`config.mk`:
```
export PLATFORM = sky130hd
export DESIGN_NAME = math_expression_tokenizer_unit
export DESIGN_NICKNAME = d
export VERILOG_FILES = /design/src/rtl/mett_pkg.sv /design/src/rtl/mett_front.sv /design/src/rtl/mett_queue.sv /design/src/rtl/mett_back.sv /design/src/rtl/math_expression_tokenizer_unit.sv
export SDC_FILE = /design/constraint.sdc
export NUM_CORES = 1
export LEC_CHECK = 0
export BUFFER_PORTS_ARGS = -buffer_cell sky130_fd_sc_hd__buf_2
export CORE_AREA = 3 3 176 178
export DETAILED_ROUTE_END_ITERATION = 10
export DIE_AREA = 0 0 179 181
export SYNTH_ARGS = -nofsm -noshare
export SYNTH_HDL_FRONTEND = slang
export SYNTH_SLANG_ARGS = --single-unit
```
`constraint.sdc`:
```
create_clock -name clk -period 4.5 [get_ports clk]
set_input_delay 0.45 -clock clk [delete_from_list [all_inputs] [get_ports clk]]
set_output_delay 0.45 -clock clk [all_outputs]
set_load 0.02 [all_outputs]
```
`src/rtl/mett_pkg.sv`:
```
// Shared types and constants for the expression tokenizer.
`default_nettype none

package mett_pkg;

    // Width of the number value on the output port
    localparam int VALUE_W = 32;

    // Token queue between the front and back parts
    localparam int QDEPTH = 4;
    localparam int QPTR_W = 2;

    typedef enum logic [4:0] {
        TK_NUMBER = 5'd0,
        TK_X      = 5'd1,
        TK_EXP    = 5'd2,
        TK_LN     = 5'd3,
        TK_SIN    = 5'd4,
        TK_COS    = 5'd5,
        TK_TG     = 5'd6,
        TK_CTG    = 5'd7,
        TK_PLUS   = 5'd8,
        TK_MINUS  = 5'd9,
        TK_TIMES  = 5'd10,
        TK_DIVIDE = 5'd11,
        TK_LPAREN = 5'd12,
        TK_RPAREN = 5'd13,
        TK_POWER  = 5'd14,
        TK_EOL    = 5'd15,
        TK_ERROR  = 5'd16
    } tok_kind_t;

    typedef enum logic [1:0] {
        ERR_NONE   = 2'd0,
        ERR_NAME   = 2'd1,
        ERR_SYMBOL = 2'd2
    } err_code_t;

    // One queue entry: the tokens caused by one character
    typedef struct packed {
        logic                has_num;
        logic [VALUE_W-1:0]  num_value;
        logic                num_sat;
        logic                has_tok;
        tok_kind_t           tok_kind;
        err_code_t           tok_err;
    } frame_t;

endpackage

`default_nettype wire

```
`src/rtl/mett_front.sv`:
```
// Front part: accepts characters, tracks prefix and digit runs, builds token frames.
`default_nettype none

module mett_front
    import mett_pkg::*;
#(
    parameter int NUMBER_WIDTH = 32
)
(
    input  wire logic        clk,
    input  wire logic        rst_n,
    input  wire logic [7:0]  char_code,
    input  wire logic        in_valid,
    output logic             in_ready,
    input  wire logic        q_full,
    output logic             q_push,
    output frame_t           q_frame
);

    localparam int NUM_BITS = (NUMBER_WIDTH > VALUE_W) ? VALUE_W : NUMBER_WIDTH;
    localparam int PROD_W   = NUM_BITS + 4;

    localparam logic [7:0] CH_LF     = 8'h0A;
    localparam logic [7:0] CH_SPACE  = 8'h20;
    localparam logic [7:0] CH_ZERO   = 8'h30;
    localparam logic [7:0] CH_NINE   = 8'h39;
    localparam logic [7:0] CH_PLUS   = 8'h2B;
    localparam logic [7:0] CH_MINUS  = 8'h2D;
    localparam logic [7:0] CH_STAR   = 8'h2A;
    localparam logic [7:0] CH_SLASH  = 8'h2F;
    localparam logic [7:0] CH_LPAREN = 8'h28;
    localparam logic [7:0] CH_RPAREN = 8'h29;
    localparam logic [7:0] CH_CARET  = 8'h5E;
    localparam logic [7:0] CH_C      = 8'h63;
    localparam logic [7:0] CH_E      = 8'h65;
    localparam logic [7:0] CH_G      = 8'h67;
    localparam logic [7:0] CH_I      = 8'h69;
    localparam logic [7:0] CH_L      = 8'h6C;
    localparam logic [7:0] CH_N      = 8'h6E;
    localparam logic [7:0] CH_O      = 8'h6F;
    localparam logic [7:0] CH_P      = 8'h70;
    localparam logic [7:0] CH_S      = 8'h73;
    localparam logic [7:0] CH_T      = 8'h74;
    localparam logic [7:0] CH_X      = 8'h78;

    // Partial function name seen so far
    typedef enum logic [3:0] {
        PX_NONE, PX_E, PX_EX, PX_L, PX_S, PX_SI, PX_C, PX_CO, PX_T, PX_CT
    } prefix_t;

    prefix_t              prefix_reg, prefix_next;
    logic                 in_num_reg, in_num_next;
    logic [NUM_BITS-1:0]  acc_reg, acc_next;
    logic                 sat_reg, sat_next;
    logic                 hold_reg, hold_next;

    logic                 fire;
    logic [PROD_W-1:0]    prod;
    logic                 overflow;

    assign in_ready = !q_full;
    assign fire     = in_valid && in_ready;

    // acc * 10 + digit, with room to detect overflow
    assign prod = (PROD_W'(acc_reg) << 3) + (PROD_W'(acc_reg) << 1)
                + PROD_W'(char_code[3:0]);
    assign overflow = sat_reg || (prod[PROD_W-1:NUM_BITS] != 4'd0);

    // Character decode and next state
    always_comb
    begin
        logic      fail;
        err_code_t fail_err;

        fail        = 1'b0;
        fail_err    = ERR_NONE;
        prefix_next = prefix_reg;
        in_num_next = in_num_reg;
        acc_next    = acc_reg;
        sat_next    = sat_reg;
        hold_next   = hold_reg;
        q_frame     = '0;

        if (fire)
        begin
            if (hold_reg)
            begin
                // skip everything up to a newline
                if (char_code == CH_LF)
                begin
                    hold_next        = 1'b0;
                    prefix_next      = PX_NONE;
                    q_frame.has_tok  = 1'b1;
                    q_frame.tok_kind = TK_EOL;
                end
            end
            else if (char_code >= CH_ZERO && char_code <= CH_NINE)
            begin
                if (prefix_reg != PX_NONE)
                begin
                    fail     = 1'b1;
                    fail_err = ERR_NAME;
                end
                else
                begin
                    in_num_next = 1'b1;
                    if (overflow)
                    begin
                        acc_next = '1;
                        sat_next = 1'b1;
                    end
                    else
                    begin
                        acc_next = prod[NUM_BITS-1:0];
                    end
                end
            end
            else
            begin
                // a non-digit closes any open digit run
                if (in_num_reg)
                begin
                    q_frame.has_num   = 1'b1;
                    q_frame.num_value = VALUE_W'(acc_reg);
                    q_frame.num_sat   = sat_reg;
                    in_num_next       = 1'b0;
                    acc_next          = '0;
                    sat_next          = 1'b0;
                end

                unique case (char_code)
                    CH_LF:
                    begin
                        q_frame.has_tok  = 1'b1;
                        q_frame.tok_kind = TK_EOL;
                        prefix_next      = PX_NONE;
                    end
                    CH_SPACE: ;
                    CH_E:
                    begin
                        if (prefix_reg == PX_NONE) prefix_next = PX_E;
                        else fail = 1'b1;
                    end
                    CH_X:
                    begin
                        if (prefix_reg == PX_E) prefix_next = PX_EX;
                        else if (prefix_reg == PX_NONE)
                        begin
                            q_frame.has_tok  = 1'b1;
                            q_frame.tok_kind = TK_X;
                        end
                        else fail = 1'b1;
                    end
                    CH_P:
                    begin
                        if (prefix_reg == PX_EX)
                        begin
                            q_frame.has_tok  = 1'b1;
                            q_frame.tok_kind = TK_EXP;
                            prefix_next      = PX_NONE;
                        end
                        else fail = 1'b1;
                    end
                    CH_L:
                    begin
                        if (prefix_reg == PX_NONE) prefix_next = PX_L;
                        else fail = 1'b1;
                    end
                    CH_N:
                    begin
                        if (prefix_reg == PX_L || prefix_reg == PX_SI)
                        begin
                            q_frame.has_tok  = 1'b1;
                            q_frame.tok_kind = (prefix_reg == PX_L) ? TK_LN : TK_SIN;
                            prefix_next      = PX_NONE;
                        end
                        else fail = 1'b1;
                    end
                    CH_C:
                    begin
                        if (prefix_reg == PX_NONE) prefix_next = PX_C;
                        else fail = 1'b1;
                    end
                    CH_O:
                    begin
                        if (prefix_reg == PX_C) prefix_next = PX_CO;
                        else fail = 1'b1;
                    end
                    CH_S:
                    begin
                        if (prefix_reg == PX_CO)
                        begin
                            q_frame.has_tok  = 1'b1;
                            q_frame.tok_kind = TK_COS;
                            prefix_next      = PX_NONE;
                        end
                        else if (prefix_reg == PX_NONE) prefix_next = PX_S;
                        else fail = 1'b1;
                    end
                    CH_I:
                    begin
                        if (prefix_reg == PX_S) prefix_next = PX_SI;
                        else fail = 1'b1;
                    end
                    CH_T:
                    begin
                        if (prefix_reg == PX_C) prefix_next = PX_CT;
                        else if (prefix_reg == PX_NONE) prefix_next = PX_T;
                        else fail = 1'b1;
                    end
                    CH_G:
                    begin
                        if (prefix_reg == PX_T || prefix_reg == PX_CT)
                        begin
                            q_frame.has_tok  = 1'b1;
                            q_frame.tok_kind = (prefix_reg == PX_T) ? TK_TG : TK_CTG;
                            prefix_next      = PX_NONE;
                        end
                        else fail = 1'b1;
                    end
                    // operators leave a pending prefix in place
                    CH_PLUS:
                    begin
                        q_frame.has_tok  = 1'b1;
                        q_frame.tok_kind = TK_PLUS;
                    end
                    CH_MINUS:
                    begin
                        q_frame.has_tok  = 1'b1;
                        q_frame.tok_kind = TK_MINUS;
                    end
                    CH_STAR:
                    begin
                        q_frame.has_tok  = 1'b1;
                        q_frame.tok_kind = TK_TIMES;
                    end
                    CH_SLASH:
                    begin
                        q_frame.has_tok  = 1'b1;
                        q_frame.tok_kind = TK_DIVIDE;
                    end
                    CH_LPAREN:
                    begin
                        q_frame.has_tok  = 1'b1;
                        q_frame.tok_kind = TK_LPAREN;
                    end
                    CH_RPAREN:
                    begin
                        q_frame.has_tok  = 1'b1;
                        q_frame.tok_kind = TK_RPAREN;
                    end
                    CH_CARET:
                    begin
                        q_frame.has_tok  = 1'b1;
                        q_frame.tok_kind = TK_POWER;
                    end
                    default:
                    begin
                        fail     = 1'b1;
                        fail_err = ERR_SYMBOL;
                    end
                endcase

                if (fail && fail_err == ERR_NONE)
                    fail_err = ERR_NAME;
            end

            // error token; input is dropped until newline
            if (fail)
            begin
                q_frame.has_tok  = 1'b1;
                q_frame.tok_kind = TK_ERROR;
                q_frame.tok_err  = fail_err;
                prefix_next      = PX_NONE;
                hold_next        = 1'b1;
            end
        end

        q_push = q_frame.has_num || q_frame.has_tok;
    end

    // Tokenizer state
    always_ff @(posedge clk or negedge rst_n)
    begin
        if (!rst_n)
        begin
            prefix_reg <= PX_NONE;
            in_num_reg <= 1'b0;
            acc_reg    <= '0;
            sat_reg    <= 1'b0;
            hold_reg   <= 1'b0;
        end
        else
        begin
            prefix_reg <= prefix_next;
            in_num_reg <= in_num_next;
            acc_reg    <= acc_next;
            sat_reg    <= sat_next;
            hold_reg   <= hold_next;
        end
    end

endmodule

`default_nettype wire

```
`src/rtl/mett_queue.sv`:
```
// Short frame queue between the front and back parts.
`default_nettype none

module mett_queue
    import mett_pkg::*;
(
    input  wire logic    clk,
    input  wire logic    rst_n,
    input  wire logic    push,
    input  wire frame_t  push_frame,
    input  wire logic    pop,
    output frame_t       head,
    output logic         empty,
    output logic         full
);

    frame_t              mem [QDEPTH];
    logic [QPTR_W-1:0]   wr_ptr_reg;
    logic [QPTR_W-1:0]   rd_ptr_reg;
    logic [QPTR_W:0]     count_reg;

    assign empty = (count_reg == '0);
    assign full  = (count_reg == (QPTR_W+1)'(QDEPTH));
    assign head  = mem[rd_ptr_reg];

    // Entry storage
    always_ff @(posedge clk)
    begin
        if (push)
            mem[wr_ptr_reg] <= push_frame;
    end

    // Pointers and fill count
    always_ff @(posedge clk or negedge rst_n)
    begin
        if (!rst_n)
        begin
            wr_ptr_reg <= '0;
            rd_ptr_reg <= '0;
            count_reg  <= '0;
        end
        else
        begin
            if (push)
                wr_ptr_reg <= wr_ptr_reg + 1'b1;
            if (pop)
                rd_ptr_reg <= rd_ptr_reg + 1'b1;
            if (push && !pop)
                count_reg <= count_reg + 1'b1;
            else if (pop && !push)
                count_reg <= count_reg - 1'b1;
        end
    end

endmodule

`default_nettype wire

```
`src/rtl/mett_back.sv`:
```
// Back part: splits frames into tokens and drives the output register.
`default_nettype none

module mett_back
    import mett_pkg::*;
(
    input  wire logic                clk,
    input  wire logic                rst_n,
    input  wire frame_t              head,
    input  wire logic                q_empty,
    output logic                     q_pop,
    output logic [4:0]               token_kind,
    output logic [VALUE_W-1:0]       number_value,
    output logic                     number_saturated,
    output logic [1:0]               error_code,
    output logic                     last_of_run,
    output logic                     out_valid,
    input  wire logic                out_ready
);

    logic                 valid_reg, valid_next;
    logic                 phase_reg, phase_next;
    tok_kind_t            kind_reg, kind_next;
    logic [VALUE_W-1:0]   value_reg, value_next;
    logic                 sat_reg, sat_next;
    err_code_t            err_reg, err_next;
    logic                 last_reg, last_next;
    logic                 load;

    assign load = !valid_reg || out_ready;

    // Pick the next token: number part first, then the character's own token
    always_comb
    begin
        valid_next = valid_reg;
        phase_next = phase_reg;
        kind_next  = kind_reg;
        value_next = value_reg;
        sat_next   = sat_reg;
        err_next   = err_reg;
        last_next  = last_reg;
        q_pop      = 1'b0;

        if (load)
        begin
            valid_next = !q_empty;
            if (!q_empty)
            begin
                if (head.has_num && !phase_reg)
                begin
                    kind_next  = TK_NUMBER;
                    value_next = head.num_value;
                    sat_next   = head.num_sat;
                    err_next   = ERR_NONE;
                    last_next  = !head.has_tok;
                    phase_next = head.has_tok;
                    q_pop      = !head.has_tok;
                end
                else
                begin
                    kind_next  = head.tok_kind;
                    value_next = '0;
                    sat_next   = 1'b0;
                    err_next   = head.tok_err;
                    last_next  = 1'b1;
                    phase_next = 1'b0;
                    q_pop      = 1'b1;
                end
            end
        end
    end

    // Output register
    always_ff @(posedge clk or negedge rst_n)
    begin
        if (!rst_n)
        begin
            valid_reg <= 1'b0;
            phase_reg <= 1'b0;
        end
        else
        begin
            valid_reg <= valid_next;
            phase_reg <= phase_next;
        end
    end

    always_ff @(posedge clk)
    begin
        kind_reg  <= kind_next;
        value_reg <= value_next;
        sat_reg   <= sat_next;
        err_reg   <= err_next;
        last_reg  <= last_next;
    end

    assign out_valid        = valid_reg;
    assign token_kind       = kind_reg;
    assign number_value     = value_reg;
    assign number_saturated = sat_reg;
    assign error_code       = err_reg;
    assign last_of_run      = last_reg;

endmodule

`default_nettype wire

```
`src/rtl/math_expression_tokenizer_unit.sv`:
```
// Top level of the expression tokenizer: front, frame queue and back.
// A character's tokens pass through the frame queue and then the output register.
// Throughput: one character per cycle while the queue is not full; a character
// that closes a digit run and has its own token gives two output tokens, absorbed by a 4-entry queue.
// Reset (rst_n low, asynchronous) clears prefix, digit run, error hold, queue
// and output valid; the block accepts characters as soon as reset is released.
`default_nettype none

module math_expression_tokenizer_unit
    import mett_pkg::*;
#(
    parameter int NUMBER_WIDTH = 32
)
(
    input  wire logic                clk,
    input  wire logic                rst_n,
    input  wire logic [7:0]          char_code,
    input  wire logic                in_valid,
    output logic                     in_ready,
    output logic [4:0]               token_kind,
    output logic [VALUE_W-1:0]       number_value,
    output logic                     number_saturated,
    output logic [1:0]               error_code,
    output logic                     last_of_run,
    output logic                     out_valid,
    input  wire logic                out_ready
);

    frame_t push_frame;
    frame_t head;
    logic   push;
    logic   pop;
    logic   q_empty;
    logic   q_full;

    mett_front #(
        .NUMBER_WIDTH (NUMBER_WIDTH)
    ) u_front (
        .clk       (clk),
        .rst_n     (rst_n),
        .char_code (char_code),
        .in_valid  (in_valid),
        .in_ready  (in_ready),
        .q_full    (q_full),
        .q_push    (push),
        .q_frame   (push_frame)
    );

    mett_queue u_queue (
        .clk        (clk),
        .rst_n      (rst_n),
        .push       (push),
        .push_frame (push_frame),
        .pop        (pop),
        .head       (head),
        .empty      (q_empty),
        .full       (q_full)
    );

    mett_back u_back (
        .clk              (clk),
        .rst_n            (rst_n),
        .head             (head),
        .q_empty          (q_empty),
        .q_pop            (pop),
        .token_kind       (token_kind),
        .number_value     (number_value),
        .number_saturated (number_saturated),
        .error_code       (error_code),
        .last_of_run      (last_of_run),
        .out_valid        (out_valid),
        .out_ready        (out_ready)
    );

endmodule

`default_nettype wire

```
Word level (Yosys, flattened, before mapping)
Memory sizes are Yosys's and may differ from the RTL's. Cells that the tools add are included.

Bits of input ports: 12. Register bits: 89. Memories kept: 1. Output and inout port bits: 43. Memory bits (writable): 168. Logic and storage cells: 185.

Mux-type cells: 80. Add/sub/neg operators: 6. Eq/ne operators: 45. Reductions and logical operators: 34. $lt $le $gt $ge: 2. Bitwise gates (word level): 2.

Memory list: u_queue.mem (words 4, width 42, rd ports 1, clocked after memory_dff 0, write ports 1, line mett_queue.sv:17) `frame_t mem [QDEPTH];`.

Operators with widths (count): $mux W32 (4); $eq A8 B7 Y1 const B (12); $pmux W6 S13 (1); $mux W34 (2); $mux W4 (17); $eq A8 B6 Y1 const B (7); $mux W6 (8); $pmux W4 S12 (1); $mux W42 (1); $mux W40 (1); $add A35 B33 Y36 (1); $add A36 B4 Y36 (1); $ne A4 B1 Y1 const B (9); $mux W1 (33); $reduce_or A20 Y1 (1); $eq A4 B3 Y1 const B (4); $reduce_and A15 Y1 (1); $mux W2 (7); $reduce_bool A13 Y1 (1); $ne A5 B1 Y1 const B (2); $pmux W1 S10 (1); $mux W3 (3); $reduce_or A9 Y1 (1); $eq A4 B2 Y1 const B (2); 28 further kinds (48).

Depth between registers and ports, before layout
Depth in word-level cells: 18. Depth in mapped cells: 16. Depth with buffers taken out: 14.

Cells and area by module
Synthesis repeated with hierarchy kept, for this count alone.

Cell total of the unflattened synthesis: 947. Area, all modules: 12973.7 sq um.

By module, submodules not included: mett_queue (cells an instance 254, sequential area each 5220.0 sq um, area each 6512.5 sq um, times used 1); mett_front (cells an instance 597, sequential area each 975.9 sq um, area each 4852.2 sq um, times used 1); mett_back (cells an instance 96, sequential area each 1281.2 sq um, area each 1609.0 sq um, times used 1).

Worst setup path after synthesis
Ideal clock, no wire load.

Path type: input to register. From: in char_code[2]. To: mem u_queue.mem[0][0] in the netlist's numbering, enable pin. Arrival: 3.878 ns. Setup time: 0.447 ns. Path slack: 0.175 ns. Stages: 9. Cells stage by stage: buf_2 -> nor4b_4 -> or4b_4 -> o211ai_1 -> a211oi_1 -> o2111a_1 -> o21ai_2 -> a21oi_4 -> nor2b_1.

Longest elaborated chain between the ends: 14. Elaborated cells on any way between the ends: 42.

Ends and longest elaborated chain: from (decl) (line math_expression_tokenizer_unit.sv:17) `input wire logic [7:0] char_code,`; $eq A8 B6 Y1, or another cell as far along (line mett_front.sv:131) `unique case (char_code)`; $reduce_or A9 Y1 (no line) or $reduce_or A3 Y1 (tied branches); $pmux W1 S10 (line mett_front.sv:131); $mux W1 (line mett_front.sv:97) `else if (char_code >= CH_ZERO && char_code <= CH_NINE)`; $mux W1 (line mett_front.sv:86) `if (hold_reg)`; $mux W1 (line mett_front.sv:84) `if (fire)`; $mux W1 (line mett_front.sv:97); $mux W1 (line mett_front.sv:86); $mux W1 (line mett_front.sv:84); $mux W8 (line mett_front.sv:269) `if (fail)`; $mux W42 * (line mett_front.sv:84); $logic_or A1 B1 Y1 * (line mett_front.sv:279) `q_push = q_frame.has_num || q_frame.has_tok;`; $mux W1 * (line mett_queue.sv:29) `if (push)`; $mux W1 (implied by the code) * (line mett_queue.sv:30) `mem[wr_ptr_reg] <= push_frame;`; to (decl) (line mett_queue.sv:17).

Mark *: on every way between the ends. The rest lies on a longest branch, timed or not. The select of a mux whose other input is x is not followed.

Worst setup path after layout
From: reg u_front.acc_reg[0]. To: reg u_front.acc_reg[26].

Longest elaborated chain between the ends: 7.

Ends and longest elaborated chain: from (decl) (line mett_front.sv:53) `logic [NUM_BITS-1:0] acc_reg, acc_next;`; from (signal assigned) (line mett_front.sv:297) `acc_reg <= acc_next;`; $add A35 B33 Y36 * (line mett_front.sv:65) `assign prod = (PROD_W'(acc_reg) << 3) + (PROD_W'(acc_reg) << 1)`; $add A36 B4 Y36 * (line mett_front.sv:66) `+ PROD_W'(char_code[3:0]);`; $reduce_bool A4 Y1 (line mett_front.sv:67) `assign overflow = sat_reg || (prod[PROD_W-1:NUM_BITS] != 4'd0);`; $logic_or A1 B1 Y1 (line mett_front.sv:67); $mux W32 * (line mett_front.sv:107) `if (overflow)`; $mux W32 * (line mett_front.sv:99) `if (prefix_reg != PX_NONE)`; $mux W32 * (line mett_front.sv:97).

Marks and branches as above. A chain may end at the register's enable or synchronous reset.

==> flow_metrics.py <==
metrics = {
    "power_and_ir_drop": {
        "combinationalPowerShare_pct": 23.6,
        "max-vdd-ir-drop_uv": 274.3,
        "power_leakage_uw": 0.005713,
        "seqPwrFrac_pct": 45.8,
        "internal_power_uw": 4670,
        "swShare_pct": 28.40,
        "p_sw_uw": 1853,
        "p_per_area_mw_per_mm2": 442.2,
        "clkPwrFrac_pct": 30.6,
    },
    "final_layout": {
        "multi_input_area_mm2": 0.005446,
        "largest_reg_flops": 168,
        "nets": 1133,
        "fill_cells": 2598,
        "seq_area_mm2": 0.007480,
        "syn_to_final_growth_pct": 11.74,
        "drive_gt1_share_pct": 16.18,
        "antenna_cells": 0,
    },
    "synthesis": {
        "synth_top_cells_by_count": "209 x edfxtp_1, 92 x a21oi_1, 68 x ha_1",
        "yosys_warnings": 0,
        "synth.distinct_cells": 72,
        "yosysTopAreaCell": "edfxtp_1",
        "ys_seq_elements": 257,
        "synth-edff-count": 209,
        "avgSynthCellArea_um2": 13.06,
        "netlist.area_leader.share_pct": 47.55,
        "yosys-top-cells-area": "edfxtp_1 48%, dfrtp_1 9.1%, mux4_2 7.2%",
        "synthArstFlopShare_pct": 18.68,
        "syn_inst": 1011,
        "ys_seq_area_share_pct": 56.64,
        "synth_fp_nets": 1094,
        "ys.flop_type": "edfxtp_1",
        "syn_area_mm2": 0.01320,
        "synth.most_common_cell": "edfxtp_1",
    },
    "drt": {
        "vias": 8553,
        "drt.antenna.violating_nets": 0,
        "drt-met1-wl_um": 13590,
        "drc": 0,
        "first_pass_iters": 5,
        "vias_per_cell": 5.862,
        "top_layer": "met4",
        "wire_per_inst_um": 19.41,
        "dr_wl_met3_um": 1320,
        "wl_met2_um": 13040,
        "wl_um": 28320,
        "drt_iter0_drc": 799,
    },
    "critical_path": {
        "criticalPathCategory": "flip-flop to flip-flop",
        "critPathCaptureType": "flip-flop",
        "crit_required_ns": 4.87,
        "path_max_fanout": 19,
        "cp_data_arrival_time_ns": 4.21,
        "cp-start-kind": "flip-flop",
    },
    "sta": {
        "max_freq_mhz": 260.5,
        "finalSetupViolations": 0,
        "maxSlewViolCount": 0,
        "min_period_over_period_pct": 85.31,
        "relSlewSlack_pct": 19.47,
        "whs_ns": 0.03108,
        "finClkSkew_ns": 0.02443,
        "worst_slack_ns": 0.6610,
        "fin_crit_ns": 3.839,
        "hold_violations": 0,
        "finalSetupTns_ns": 0,
        "worst-slew-pin-transition_ns": 1.204,
        "rsz0062_at_grt": "no",
    },
    "floorplanning": {
        "die_h_um": 181,
        "num_rows": 63,
        "initial_core_util_pct": 44.66,
        "die_x_um": 179,
        "core_area_mm2": 0.02956,
        "io_pins": 55,
        "dieArea_mm2": 0.03240,
    },
    "clock_tree": {
        "cts_buffers": 25,
        "cts_buffer_depth": 3,
        "htreeDepth": 1,
        "clk_latency_ns": 0.54,
        "cts_root_buf": "clkbuf_16",
        "ctsHoldBuffers": 0,
        "post_cts_buffers": 0,
        "cts.clk_slew.worst_paths_ns": 0.06,
        "cts_resized": 0,
        "cts_sinks": 257,
        "cts_tree": "yes",
    },
    "global_routing": {
        "antenna_found_initial": 0,
        "grt_pass1_wl_um": 46460,
        "grt_pass1_vias": 8542,
        "grt_max_degree": 66,
        "grt_usage_pct": 17.76,
        "overflow": 0,
    },
    "place": {
        "globalplace.congestion": 0.8782,
        "post-place-ws_ns": 0.5605,
        "port_buffers": 54,
        "dp_hpwl_um": 18630,
    },
    "status": {
        "status": "complete, no violations",
    },
    "hold_path": {
        "hold_class": "primary input to async pin",
    },
    "job": {
        "cap_violations": 0,
    },
}
## layout make-up
type                            count  share of cell area [%]
Sequential cell                   257                   50.71
Multi-Input combinational cell    671                   36.92
Timing Repair Buffer               74                   3.189
Clock buffer                       37                   4.750
Tap cell                          390                   3.308
Clock inverter                      9                  0.5853
Inverter                           21                  0.5344
## metrics by stage
step                      std cells  total power, uW  cell area, um2  util [%]
after floorplan                1011             4150           13200         -
after global placement         1413             4592           13960     47.24
after detailed placement       1413             4614           13960     47.24
after CTS                      1459             6618           14750     49.90
after global routing           1459             6852           14750     49.90
final                          1459             6522           14750     49.90
## power by group through the flow
stage / Sequential [uW] / Clock (uW) / Combinational, uW
final: 2990 / 1990 / 1540
after global routing: 3020 / 2140 / 1690
after CTS: 2990 / 2050 / 1570
after detailed placement: 3040 / 0 / 1570
after global placement: 3030 / 0 / 1560
after floorplan: 3290 / 0 / 857
## worst max-delay path: stages (launching register included)
cell	delay [ns]
dfrtp_1	0.45
fa_1	0.55
inv_1	0.06
fa_1	0.46
nand2b_1	0.18
a21o_1	0.19
a21oi_1	0.21
o21bai_1	0.17
a2111oi_0	0.57
o21a_1	0.17
o2111a_1	0.21
buf_4	0.27
a41oi_1	0.17
## metal layers
layer / up-vias / GRT usage, %
met3: 25 / 1.597
met2: 205 / 27.84
met5: - / 0
met1: 4291 / 27.26
met4: 0 / 3.429
li1: 4032 / -
## kinds of logic (layout without fill, tap and decap cells)
logic type / count (synthesis) / in the layout / synth area share [%]
flops: 257 / 257 / 56.64
xor+xnor: 36 / 36 / 2.389
fa+ha+maj: 71 / 71 / 6.901
compound gates: 238 / 238 / 11.73
buf+inv: 83 / 141 / 2.474
mux: 52 / 52 / 7.991
simple gates: 274 / 274 / 11.87
## cell usage in the layout (no fill, tap or decap), types with 6 or more instances in the layout
cell type	instances
a21o_1	11
a21oi_1	91
a31oi_1	22
a41oi_1	21
and2_1	46
and3_1	42
buf_2	54
buf_4	16
clkbuf_1	9
clkbuf_16	25
dfrtp_1	46
edfxtp_1	209
ha_1	68
inv_1	21
mux4_2	42
nand2_1	63
nand2b_1	10
nand3_1	15
nand4_1	13
nor2_1	25
nor2b_1	6
nor3_1	13
o211ai_1	9
o21a_1	6
o21ai_0	28
o21bai_1	6
o31ai_1	6
xnor2_1	26
xor2_1	10
## path summary, 6_finish.rpt
kind                                       from                    end  slack [ns]  cells after the start
min                                       rst_n       u_back.out_valid        0.03                      2
max in group asynchronous                 rst_n  u_queue.rd_ptr_reg[1]        3.93                      2
min reg2reg                u_queue.count_reg[2]   u_queue.count_reg[2]        0.53                      1
max                          u_front.acc_reg[0]    u_front.acc_reg[26]        0.66                     12
max reg2reg                  u_front.acc_reg[0]    u_front.acc_reg[26]        0.66                     12
min in group clk                      out_ready       u_back.out_valid        0.11                      2
(Power assumes the default switching activity.)
